**config.mk**
```make
export PLATFORM = sky130hd
export DESIGN_NAME = bounded_ordered_list_engine_unit
export DESIGN_NICKNAME = d
export VERILOG_FILES = /design/src/rtl/bole_pkg.sv /design/src/rtl/bounded_ordered_list_engine_unit.sv
export SDC_FILE = /design/constraint.sdc
export NUM_CORES = 1
export LEC_CHECK = 0
export BUFFER_PORTS_ARGS = -buffer_cell sky130_fd_sc_hd__buf_2
export CAP_MARGIN = 20
export CORE_UTILIZATION = 25
export DETAILED_ROUTE_END_ITERATION = 10
export PLACE_DENSITY = 0.38
export REMOVE_ABC_BUFFERS = 1
export SETUP_SLACK_MARGIN = 0.3
export SYNTH_ARGS = -nofsm -noshare
export SYNTH_HDL_FRONTEND = slang
export SYNTH_SLANG_ARGS = --single-unit
```
**constraint.sdc**
```tcl
create_clock -name clk -period 4.8 [get_ports clk]
set_input_delay 0.48 -clock clk [delete_from_list [all_inputs] [get_ports clk]]
set_output_delay 0.48 -clock clk [all_outputs]
set_load 0.1 [all_outputs]
```
**src/rtl/bole_pkg.sv**
```systemverilog
// Package for the bounded ordered list engine.
// Holds command and status codes and default sizes; no dependencies.
package bole_pkg;
  localparam int CAPACITY_DEF = 16;
  localparam int DATA_W = 32;
  localparam int CNT_W = 5;

  typedef enum logic [2:0] {
    CMD_INS_FRONT = 3'd0,
    CMD_DEL_FRONT = 3'd1,
    CMD_DEL_REAR  = 3'd2,
    CMD_SEARCH    = 3'd3,
    CMD_INS_POS   = 3'd4,
    CMD_DISPLAY   = 3'd5
  } cmd_t;

  typedef enum logic [2:0] {
    ST_OK     = 3'd0,
    ST_EMPTY  = 3'd1,
    ST_FULL   = 3'd2,
    ST_BADPOS = 3'd3,
    ST_NOKEY  = 3'd4
  } status_t;
endpackage

```
**src/rtl/bounded_ordered_list_engine_unit.sv**
```systemverilog
// Bounded ordered list engine top level: command sequencer around one cell memory.
// Depends on bole_pkg.
// A rejected or ignored command goes straight to its result; an insert that shifts
// nothing writes its cell at once; each element shifted or compared passes through
// read, wait and act; delete rear reads once; display also waits out output stalls.
// One command is in flight; the next item is accepted once the result is taken.
// Reset clears the count and control; cell contents are undefined until written.
module bounded_ordered_list_engine_unit
  import bole_pkg::*;
#(
  parameter int CAPACITY = bole_pkg::CAPACITY_DEF
) (
  input  logic                       clk,
  input  logic                       rst_n,
  input  logic                       in_valid,
  output logic                       in_stall,
  input  logic [2:0]                 in_cmd,
  input  logic signed [bole_pkg::DATA_W-1:0] in_value,
  input  logic [4:0]                 in_position,
  output logic                       out_valid,
  input  logic                       out_stall,
  output logic [2:0]                 out_status,
  output logic signed [bole_pkg::DATA_W-1:0] out_data,
  output logic [4:0]                 out_count,
  output logic                       out_last
);
  localparam int AW = (CAPACITY > 1) ? $clog2(CAPACITY) : 1;
  localparam int HW = $clog2(CAPACITY + 1);

  typedef enum logic [5:0] {
    S_IDLE = 6'b000001,
    S_RD   = 6'b000010,
    S_WAIT = 6'b000100,
    S_ACT  = 6'b001000,
    S_OUT  = 6'b010000,
    S_FIN  = 6'b100000
  } state_t;

  logic [DATA_W-1:0] mem [CAPACITY];
  logic [DATA_W-1:0] rdata_r;
  logic              we;
  logic [AW-1:0]     waddr, raddr;
  logic [DATA_W-1:0] wdata;

  state_t            state_r, state_nxt;
  logic [HW-1:0]     held_r, held_nxt;
  logic [HW-1:0]     idx_r, idx_nxt;
  logic [HW-1:0]     stop_r, stop_nxt;
  cmd_t              cmd_r, cmd_nxt;
  logic [DATA_W-1:0] val_r, val_nxt;
  logic              ovalid_r, ovalid_nxt;
  logic [2:0]        ost_r, ost_nxt;
  logic [DATA_W-1:0] odata_r, odata_nxt;
  logic              olast_r, olast_nxt;

  always_ff @(posedge clk) begin
    if (we) mem[waddr] <= wdata;
    rdata_r <= mem[raddr];
  end

  assign in_stall   = (state_r != S_IDLE) || ovalid_r;
  assign out_valid  = ovalid_r;
  assign out_status = ost_r;
  assign out_data   = odata_r;
  assign out_count  = CNT_W'(held_r);
  assign out_last   = olast_r;

  always_comb begin
    state_nxt = state_r; held_nxt = held_r; idx_nxt = idx_r; stop_nxt = stop_r;
    cmd_nxt = cmd_r; val_nxt = val_r;
    ovalid_nxt = ovalid_r && out_stall;
    ost_nxt = ost_r; odata_nxt = odata_r; olast_nxt = olast_r;
    we = 1'b0; waddr = idx_r[AW-1:0]; wdata = val_r; raddr = idx_r[AW-1:0];
    case (state_r)
      S_IDLE: begin
        if (in_valid && !in_stall) begin
          cmd_nxt = cmd_t'(in_cmd);
          val_nxt = in_value;
          ost_nxt = ST_OK; odata_nxt = '0; olast_nxt = 1'b1;
          state_nxt = S_FIN;
          case (in_cmd)
            CMD_INS_FRONT, CMD_INS_POS: begin
              if (held_r >= HW'(CAPACITY)) ost_nxt = ST_FULL;
              else if (in_cmd == CMD_INS_POS && (in_position == 5'd0 ||
                       int'(in_position) > int'(held_r) + 1)) ost_nxt = ST_BADPOS;
              else begin
                stop_nxt = (in_cmd == CMD_INS_POS) ? HW'(in_position - 5'd1) : '0;
                idx_nxt = held_r;
                state_nxt = S_RD;
              end
            end
            CMD_DEL_FRONT, CMD_DEL_REAR, CMD_SEARCH, CMD_DISPLAY: begin
              if (held_r == '0) ost_nxt = ST_EMPTY;
              else begin
                idx_nxt = (in_cmd == CMD_DEL_REAR) ? held_r - HW'(1) : '0;
                state_nxt = S_RD;
              end
            end
            default: ;
          endcase
        end
      end
      S_RD: begin
        if ((cmd_r == CMD_INS_FRONT || cmd_r == CMD_INS_POS) && idx_r == stop_r) begin
          we = 1'b1;
          held_nxt = held_r + HW'(1);
          state_nxt = S_FIN;
        end else begin
          if (cmd_r == CMD_INS_FRONT || cmd_r == CMD_INS_POS)
            raddr = AW'(idx_r - HW'(1));
          state_nxt = S_WAIT;
        end
      end
      S_WAIT: begin
        if (cmd_r == CMD_INS_FRONT || cmd_r == CMD_INS_POS)
          raddr = AW'(idx_r - HW'(1));
        state_nxt = S_ACT;
      end
      S_ACT: begin
        state_nxt = S_RD;
        case (cmd_r)
          CMD_INS_FRONT, CMD_INS_POS: begin
            we = 1'b1; wdata = rdata_r;
            idx_nxt = idx_r - HW'(1);
          end
          CMD_DEL_FRONT: begin
            if (idx_r == '0) odata_nxt = rdata_r;
            else begin
              we = 1'b1; waddr = AW'(idx_r - HW'(1)); wdata = rdata_r;
            end
            idx_nxt = idx_r + HW'(1);
            if (idx_r + HW'(1) == held_r) begin
              held_nxt = held_r - HW'(1); state_nxt = S_FIN;
            end
          end
          CMD_DEL_REAR: begin
            odata_nxt = rdata_r; held_nxt = held_r - HW'(1); state_nxt = S_FIN;
          end
          CMD_SEARCH: begin
            idx_nxt = idx_r + HW'(1);
            if (rdata_r == val_r) begin
              odata_nxt = rdata_r; state_nxt = S_FIN;
            end else if (idx_r + HW'(1) == held_r) begin
              ost_nxt = ST_NOKEY; state_nxt = S_FIN;
            end
          end
          default: begin
            if (ovalid_r) state_nxt = S_ACT;
            else begin
              odata_nxt = rdata_r;
              olast_nxt = (idx_r + HW'(1) == held_r);
              idx_nxt = idx_r + HW'(1);
              state_nxt = S_OUT;
            end
          end
        endcase
      end
      S_OUT: begin
        if (!ovalid_r) begin
          ovalid_nxt = 1'b1;
          state_nxt = olast_r ? S_IDLE : S_RD;
        end
      end
      S_FIN: begin
        if (!ovalid_r) begin
          ovalid_nxt = 1'b1; state_nxt = S_IDLE;
        end
      end
      default: state_nxt = S_IDLE;
    endcase
  end

  always_ff @(posedge clk) begin
    if (!rst_n) begin
      state_r <= S_IDLE; held_r <= '0; ovalid_r <= 1'b0;
    end else begin
      state_r <= state_nxt; held_r <= held_nxt; ovalid_r <= ovalid_nxt;
    end
    idx_r <= idx_nxt; stop_r <= stop_nxt; cmd_r <= cmd_nxt; val_r <= val_nxt;
    ost_r <= ost_nxt; odata_r <= odata_nxt; olast_r <= olast_nxt;
  end

  a_held_bound: assert property (@(posedge clk) disable iff (!rst_n)
    held_r <= HW'(CAPACITY)) else $error("count exceeds capacity");
  a_held_step: assert property (@(posedge clk) disable iff (!rst_n)
    (held_r != $past(held_r)) |-> (held_r == $past(held_r) + HW'(1) ||
      held_r == $past(held_r) - HW'(1))) else $error("count jumped");
  a_no_accept_busy: assert property (@(posedge clk) disable iff (!rst_n)
    (state_r != S_IDLE) |-> in_stall) else $error("accept while busy");
endmodule

```
==> flow_results.xml, run 1 <==
<?xml version="1.0" encoding="UTF-8"?>
<metrics>
  <group name="run_status">
    <metric name="status" unit="">complete, no violations</metric>
  </group>
  <group name="worst_setup_path">
    <metric name="cp_max_fo" unit="">23</metric>
    <metric name="timing.critical_path.slowest_cell_delay" unit="ps">850</metric>
    <metric name="worst-endpoint-arrival" unit="ps">4130</metric>
    <metric name="critPathKind" unit="">reg2reg</metric>
    <metric name="endpoint_kind" unit="">register</metric>
    <metric name="required" unit="ps">5130</metric>
    <metric name="timing.critical_path.cells" unit="">inv_1, ha_1, inv_1, nor4_1, nor2_1, or3_1, o21ai_0, nand2_1, nor2_4, buf_4</metric>
    <metric name="worstSetupStartpointType" unit="">register</metric>
    <metric name="cpMostUsedCell" unit="">inv_1</metric>
    <metric name="setup.reg_to_reg.worst_slack" unit="ps">1000</metric>
    <metric name="critical_path_s_slowest_cell" unit="">nor2_4</metric>
  </group>
  <group name="grt">
    <metric name="grt_pass1_vias" unit="">13570</metric>
    <metric name="number_of_antenna_violations_at_the_first_check_in_global_routing" unit="">1</metric>
    <metric name="gr-total-overflow" unit="">0</metric>
    <metric name="global_route.usage.total" unit="%">13.81</metric>
    <metric name="grt_start_max_net_pins" unit="">62</metric>
    <metric name="grt_pass1_wl" unit="um">101000</metric>
  </group>
  <group name="route">
    <metric name="drt_pass1_iterations" unit="">4</metric>
    <metric name="drt-total-wl" unit="um">69940</metric>
    <metric name="first_iter_violations" unit="">979</metric>
    <metric name="detailroute.wirelength.met2" unit="um">32530</metric>
    <metric name="wl_met1" unit="um">33460</metric>
    <metric name="drc" unit="">0</metric>
    <metric name="drt-vias-per-instance" unit="">4.546</metric>
    <metric name="vias" unit="">13000</metric>
    <metric name="uppermost_layer_routed" unit="">met4</metric>
    <metric name="route.antenna.remaining_nets" unit="">0</metric>
    <metric name="average_routed_wire_per_standard_cell" unit="um">24.46</metric>
    <metric name="met3RoutedLength" unit="um">2495</metric>
  </group>
  <group name="run">
    <metric name="cap_viol_max_count" unit="">0</metric>
  </group>
  <group name="timing">
    <metric name="report.final.slew_viol_count" unit="">0</metric>
    <metric name="timing.slew.headroom" unit="%">26.05</metric>
    <metric name="period_needed" unit="ps">3799</metric>
    <metric name="timing.setup.tns" unit="ps">0</metric>
    <metric name="finalWorstSetupSlack" unit="ps">1001</metric>
    <metric name="worst_clock_skew" unit="ps">38.25</metric>
    <metric name="fmaxAchievable" unit="MHz">263.2</metric>
    <metric name="setup_repair_after_global_routing_missed_its_margin" unit="">no</metric>
    <metric name="finalSetupViolCount" unit="">0</metric>
    <metric name="finalCritPeriodShare" unit="%">79.14</metric>
    <metric name="final_worst_hold_slack" unit="ps">38.79</metric>
    <metric name="max_slew.worst_pin.slew" unit="ps">1104</metric>
    <metric name="hold_violations" unit="">0</metric>
  </group>
  <group name="clock_network">
    <metric name="ctsHtreeMaxLevel" unit="">3</metric>
    <metric name="worst_skew_pair.late_latency" unit="ps">640</metric>
    <metric name="tritoncts" unit="">done</metric>
    <metric name="clk_pin_slew_worst_paths" unit="ps">60</metric>
    <metric name="clk_root_buffer_cell" unit="">clkbuf_16</metric>
    <metric name="post_cts_resize_count" unit="">0</metric>
    <metric name="cts_inserted_buffers" unit="">76</metric>
    <metric name="clock_path_buffers" unit="">3</metric>
    <metric name="clock-sinks" unit="">637</metric>
  </group>
  <group name="floorplanning">
    <metric name="chipHeight" unit="um">320.0</metric>
    <metric name="top_level_ports" unit="">87</metric>
    <metric name="number_of_core_rows" unit="">116</metric>
    <metric name="design.core.area" unit="um2">100100</metric>
    <metric name="initial_utilization" unit="%">25.24</metric>
    <metric name="die_width" unit="um">320.0</metric>
    <metric name="floorplan.die_area" unit="um2">102400</metric>
  </group>
  <group name="logic_synthesis">
    <metric name="avgSynthCellArea" unit="um2">18.98</metric>
    <metric name="share_of_synthesized_area_occupied_by_flip_flops_and_latches" unit="%">73.93</metric>
    <metric name="postSynthCellCount" unit="">1332</metric>
    <metric name="synth_async_sr_flop_share" unit="%">0</metric>
    <metric name="yosys.cell_types.count" unit="">57</metric>
    <metric name="synth-edff-count" unit="">593</metric>
    <metric name="yosysWarningCount" unit="">0</metric>
    <metric name="postSynthRegisterBits" unit="">637</metric>
    <metric name="synth_ff_type" unit="">edfxtp_1</metric>
    <metric name="synth.cell_area" unit="um2">25280</metric>
  </group>
  <group name="finish">
    <metric name="final_layout_size_suffix_gt1_share" unit="%">27.93</metric>
    <metric name="antenna-diode-count" unit="">0</metric>
    <metric name="net_total_in_the_final_layout" unit="">1557</metric>
    <metric name="syn2layout_area_growth" unit="%">19.66</metric>
    <metric name="count_of_placed_standard_cells_in_the_final_layout_fillers_left_out" unit="">2859</metric>
  </group>
  <group name="pwr">
    <metric name="power.density" unit="nW/um2">578.5</metric>
    <metric name="fin_total_pwr" unit="mW">17.50</metric>
    <metric name="total_leakage_power" unit="nW">9.814</metric>
    <metric name="max-vdd-ir-drop" unit="V">0.0002864</metric>
  </group>
  <group name="placement">
    <metric name="placed_cells" unit="">2697</metric>
    <metric name="io_buffers" unit="">86</metric>
    <metric name="finalWeightedCongestion" unit="">0.7228</metric>
    <metric name="place_ws" unit="ps">927.7</metric>
    <metric name="dp_hpwl" unit="um">40190</metric>
  </group>
  <group name="min_path">
    <metric name="hold_path.class" unit="">in2reg</metric>
  </group>
</metrics>
## layout make-up
| cell class | instances | area, um2 |
|---|---|---|
| Clock inverter | 25 | 259.0 |
| Fill cell | 9837 | 69900 |
| Tap cell | 1298 | 1624 |
| Inverter | 16 | 60.06 |
| Sequential cell | 637 | 18690 |
| Multi-Input combinational cell | 614 | 6345 |
| Timing Repair Buffer | 155 | 1154 |
| Clock buffer | 114 | 2116 |
## through the flow
step,util (%),instance area (um2)
6_report,30.20,30250
5_1_grt,30.20,30250
4_1_cts,30.18,30230
3_5_place_dp,27.59,27630
3_3_place_gp,27.59,27630
2_1_floorplan,-,24900
## cells in the final DEF, fill, tap and decap left out, drive strengths merged, types with 18 or more instances in the layout
cell	n
clkbuf	114
inv	18
and2	32
buf	133
dfxtp	44
xor2	40
nor2	57
a22oi	66
mux2	33
a21oi	26
mux4	128
xnor2	21
clkinv	19
nand2	59
edfxtp	593
o21ai	28
dlygate4sd3	22
## worst max-delay path, delay by kind of cell, from the launching register on
| family | cells | cell delay, ps |
|---|---|---|
| and+or+nand+nor | 5 | 1970 |
| DFF | 1 | 620 |
| buffers and inverters | 3 | 600 |
| adders and majority gates | 1 | 240 |
| AOI/OAI and AO/OA | 1 | 80 |
## repair_timing
action | CTS | global route
hold buffers | 22 | 0
setup buffers | 0 | 0
endpoints found under the hold margin | 22 | 0
## sequential cells by signal, indices dropped and copies added (netlist names), 5 cells and up
signal / flops
idx_r: 5
val_r: 32
state_r: 6
out_data: 32
out_count: 5
mem: 512
rdata_r: 32
stop_r: 5
## cell usage after synthesis, types with 18 or more instances
library cell  number  area share (%)
xor2_1            40             1.4
clkbuf_1          28            0.42
xnor2_1           20            0.69
o21ai_0           27            0.53
dfxtp_1           44             3.5
a22oi_1           66             2.0
edfxtp_1         593              70
nand2_1           59            0.88
and2_1            32            0.79
buf_4             18            0.53
nor2_1            55            0.82
mux2_2            33             1.5
a21oi_1           26            0.51
mux4_2           128              11
## worst paths after layout
check,end,from,cells past startpoint
hold reg to reg,out_data[11]$_SDFFCE_PN0P_,rdata_r[11]$_DFF_P_,1
setup / recovery,mem[5][14]$_DFFE_PP_,idx_r[1]$_DFFE_PP_,10
setup reg to reg,mem[5][14]$_DFFE_PP_,idx_r[1]$_DFFE_PP_,10
hold / removal,val_r[17]$_DFFE_PP_,in_value[17],1
## where the power goes
part / internal (mW) / leakage (nW) / switching, mW
clock network: 3.18 / 1.15 / 2.31
registers: 6.83 / 5.75 / 0.344
logic: 1.62 / 2.92 / 3.21
total: 11.6 / 9.81 / 5.87
## routing by layer
layer / up-vias / GRT usage [%]
met5: - / 0
met4: 0 / 3.796
met3: 101 / 2.311
met2: 280 / 21.67
met1: 6921 / 19.65
li1: 5694 / -
## kinds of logic after synthesis
| kind of cell | count (synthesis) | synth area share (%) |
|---|---|---|
| simple gates | 230 | 4.693 |
| mux | 165 | 13.03 |
| buf+inv | 81 | 1.733 |
| flops | 637 | 73.93 |
| xor+xnor | 61 | 2.143 |
| fa+ha+maj | 13 | 0.6435 |
| compound gates | 145 | 3.821 |
No activity file was read; power rests on OpenSTA's default activity.
==> run 2: changes to the inputs <==
==> constraint.sdc (replaced) <==
create_clock -name clk -period 3.8 [get_ports clk]
set_input_delay 0.38 -clock clk [delete_from_list [all_inputs] [get_ports clk]]
set_output_delay 0.38 -clock clk [all_outputs]
set_load 0.1 [all_outputs]
==> run 2 against run 1 <==
  * Sequential share of layout area decreased by 1.2 points
  * Hold slack better by 6.3 ps
  * Total power increased by 27%
  * Register-to-register slack got worse by 460 ps
  * Design area rose by 2.0%
  * Setup slack worse by 460 ps
  * Combinational power grew 30%
  * Clock power up 27%
  * Non-clock buffer count grew 45
  * Cell count rose by 1.5%
  * Clock skew increased by 13 ps
  * Fmax increased by 17%
  * Largest cell class unchanged
==> flow_results.xml, run 2 (synthesized netlist as in run 1, its figures left out) <==
<?xml version="1.0" encoding="UTF-8"?>
<metrics>
  <group name="floorplanning">
    <metric name="initial_utilization" unit="%">25.24</metric>
    <metric name="chipHeight" unit="um">320.0</metric>
    <metric name="top_level_ports" unit="">87</metric>
    <metric name="number_of_core_rows" unit="">116</metric>
    <metric name="floorplan.die_area" unit="um2">102400</metric>
    <metric name="design.core.area" unit="um2">100100</metric>
    <metric name="die_width" unit="um">320.0</metric>
  </group>
  <group name="timing">
    <metric name="worst_clock_skew" unit="ps">51.04</metric>
    <metric name="report.final.slew_viol_count" unit="">0</metric>
    <metric name="hold_violations" unit="">0</metric>
    <metric name="finalWorstSetupSlack" unit="ps">541.9</metric>
    <metric name="period_needed" unit="ps">3258</metric>
    <metric name="finalCritPeriodShare" unit="%">85.74</metric>
    <metric name="max_slew.worst_pin.slew" unit="ps">1072</metric>
    <metric name="timing.slew.headroom" unit="%">28.17</metric>
    <metric name="setup_repair_after_global_routing_missed_its_margin" unit="">no</metric>
    <metric name="finalSetupViolCount" unit="">0</metric>
    <metric name="fmaxAchievable" unit="MHz">306.9</metric>
  </group>
  <group name="worst_setup_path">
    <metric name="cp_max_fo" unit="">32</metric>
    <metric name="critPathKind" unit="">reg2reg</metric>
    <metric name="critical_path.reg2reg.startpoint" unit="">state_r[4]$_SDFFE_PN0P_</metric>
    <metric name="worstSetupStartpointType" unit="">register</metric>
    <metric name="worst-endpoint-arrival" unit="ps">3600</metric>
    <metric name="required" unit="ps">4140</metric>
    <metric name="endpoint_kind" unit="">register</metric>
    <metric name="critPathLaunch" unit="">state_r[4]$_SDFFE_PN0P_</metric>
  </group>
  <group name="clock_network">
    <metric name="clock-sinks" unit="">637</metric>
    <metric name="tritoncts" unit="">done</metric>
    <metric name="worst_skew_pair.late_latency" unit="ps">640</metric>
    <metric name="clk_pin_slew_worst_paths" unit="ps">50</metric>
    <metric name="clock_path_buffers" unit="">3</metric>
    <metric name="cts_inserted_buffers" unit="">74</metric>
    <metric name="ctsHtreeMaxLevel" unit="">3</metric>
    <metric name="clk_root_buffer_cell" unit="">clkbuf_16</metric>
  </group>
  <group name="run">
    <metric name="cap_viol_max_count" unit="">0</metric>
  </group>
  <group name="grt">
    <metric name="gr-total-overflow" unit="">0</metric>
    <metric name="grt_pass1_vias" unit="">13700</metric>
    <metric name="global_route.usage.total" unit="%">13.61</metric>
    <metric name="grt_pass1_wl" unit="um">99820</metric>
    <metric name="grt_start_max_net_pins" unit="">41</metric>
    <metric name="number_of_antenna_violations_at_the_first_check_in_global_routing" unit="">3</metric>
  </group>
  <group name="placement">
    <metric name="io_buffers" unit="">86</metric>
    <metric name="dp_hpwl" unit="um">40010</metric>
    <metric name="placed_area" unit="um2">28070</metric>
    <metric name="place_ws" unit="ps">349.3</metric>
    <metric name="finalWeightedCongestion" unit="">0.7295</metric>
  </group>
  <group name="route">
    <metric name="drc" unit="">0</metric>
    <metric name="first_iter_violations" unit="">963</metric>
    <metric name="drt-vias-per-instance" unit="">4.497</metric>
    <metric name="route.antenna.remaining_nets" unit="">0</metric>
    <metric name="average_routed_wire_per_standard_cell" unit="um">23.85</metric>
    <metric name="drt_pass1_iterations" unit="">5</metric>
    <metric name="vias" unit="">13050</metric>
    <metric name="drt-total-wl" unit="um">69210</metric>
  </group>
  <group name="finish">
    <metric name="net_total_in_the_final_layout" unit="">1600</metric>
    <metric name="most-common-layout-cells" unit="">593 x edfxtp_1, 128 x mux4_2, 86 x buf_2</metric>
    <metric name="syn2layout_area_growth" unit="%">21.99</metric>
    <metric name="final_layout_size_suffix_gt1_share" unit="%">29.24</metric>
    <metric name="largest_reg_flops" unit="">512</metric>
    <metric name="antenna-diode-count" unit="">0</metric>
    <metric name="largest_register" unit="">mem</metric>
    <metric name="layout.cells.most_common" unit="">edfxtp_1</metric>
    <metric name="finalCoreUtilization" unit="%">30.79</metric>
    <metric name="final_cell_area" unit="um2">30840</metric>
  </group>
  <group name="pwr">
    <metric name="power.density" unit="nW/um2">723.0</metric>
    <metric name="clkPwrFrac" unit="%">31.2</metric>
    <metric name="internal-power" unit="mW">14.90</metric>
    <metric name="combPwrFrac" unit="%">28.2</metric>
    <metric name="power.share.sequential" unit="%">40.6</metric>
    <metric name="switching_power_of_the_nets" unit="mW">7.392</metric>
    <metric name="total_leakage_power" unit="nW">10.10</metric>
    <metric name="p_sw_share" unit="%">33.16</metric>
    <metric name="max-vdd-ir-drop" unit="V">0.0003927</metric>
  </group>
  <group name="min_path">
    <metric name="worstHoldStart" unit="">rst_n</metric>
    <metric name="hold_path.class" unit="">in2reg</metric>
  </group>
  <group name="run_status">
    <metric name="status" unit="">complete, no violations</metric>
  </group>
</metrics>
[run 2: cell types whose count changed in the layout (fill, tap and decap cells not counted), sizes merged]
| cell | delta |
|---|---|
| buf | +32 |
| clkbuf | -16 |
| dlygate4sd3 | +13 |
| clkinv | +9 |
| inv | +3 |
| bufinv | +2 |
[run 2: final timing paths]
| check | end | slack [ps] | cells past startpoint |
|---|---|---|---|
| hold reg to reg | out_data[13]$_SDFFCE_PN0P_ | 560 | 1 |
| setup reg to reg | mem[6][10]$_DFFE_PP_ | 540 | 9 |
| setup / recovery | mem[6][10]$_DFFE_PP_ | 540 | 9 |
| hold / removal | state_r[0]$_SDFFE_PN1P_ | 50 | 2 |
[run 2: worst max-delay path: stages, from the launching register on]
cell,delay [ps]
dfxtp_1,440
nor2_1,220
nand4b_1,210
or3_1,510
or2_2,350
nand2_1,90
a21oi_1,60
a31oi_1,790
nor2_4,50
buf_12,250
[run 2: final cells by class]
class	count	area, um2
sequential	637	18690
clock buffer	98	2002
tap	1298	1624
multi-input combinational	614	6349
inverter	16	60.06
fill	9761	69310
clock inverter	39	364.1
timing repair buffer	200	1749
[run 2: timing repair]
action	CTS	global route
endpoints found under the setup margin	0	4
resized for setup	0	1
setup buffers	0	4
hold endpoints to repair	35	0
hold buffers	35	0
[run 2: stage by stage]
| stage | setup TNS [ps] | power [mW] | hold WS, ps | instances |
|---|---|---|---|---|
| 4_1_cts | 0 | 22.66 | 3.607 | 2898 |
| 3_3_place_gp | 0 | 15.58 | 560.6 | 2726 |
| 6_report | 0 | 22.29 | 45.10 | 2902 |
| 2_1_floorplan | -421810 | 13.03 | 458.6 | 1267 |
| 3_5_place_dp | 0 | 15.57 | 558.1 | 2726 |
| 5_1_grt | 0 | 23.30 | 46.94 | 2902 |
[run 2: power groups by stage]
stage / clock, mW / combinational (mW) / sequential [mW]
2_1_floorplan: 0 / 3.11 / 9.92
3_3_place_gp: 0 / 6.38 / 9.20
3_5_place_dp: 0 / 6.37 / 9.20
4_1_cts: 7.18 / 6.41 / 9.07
5_1_grt: 7.40 / 6.79 / 9.11
6_report: 6.95 / 6.29 / 9.05
[run 2: per-layer routing]
layer | track usage [%] | routed length [um] | up-vias
li1 | - | - | 5790
met1 | 19.38 | 33230 | 6899
met2 | 21.39 | 31880 | 267
met3 | 2.229 | 2629 | 95
met4 | 3.743 | 1467 | 0
met5 | 0 | 0 | -
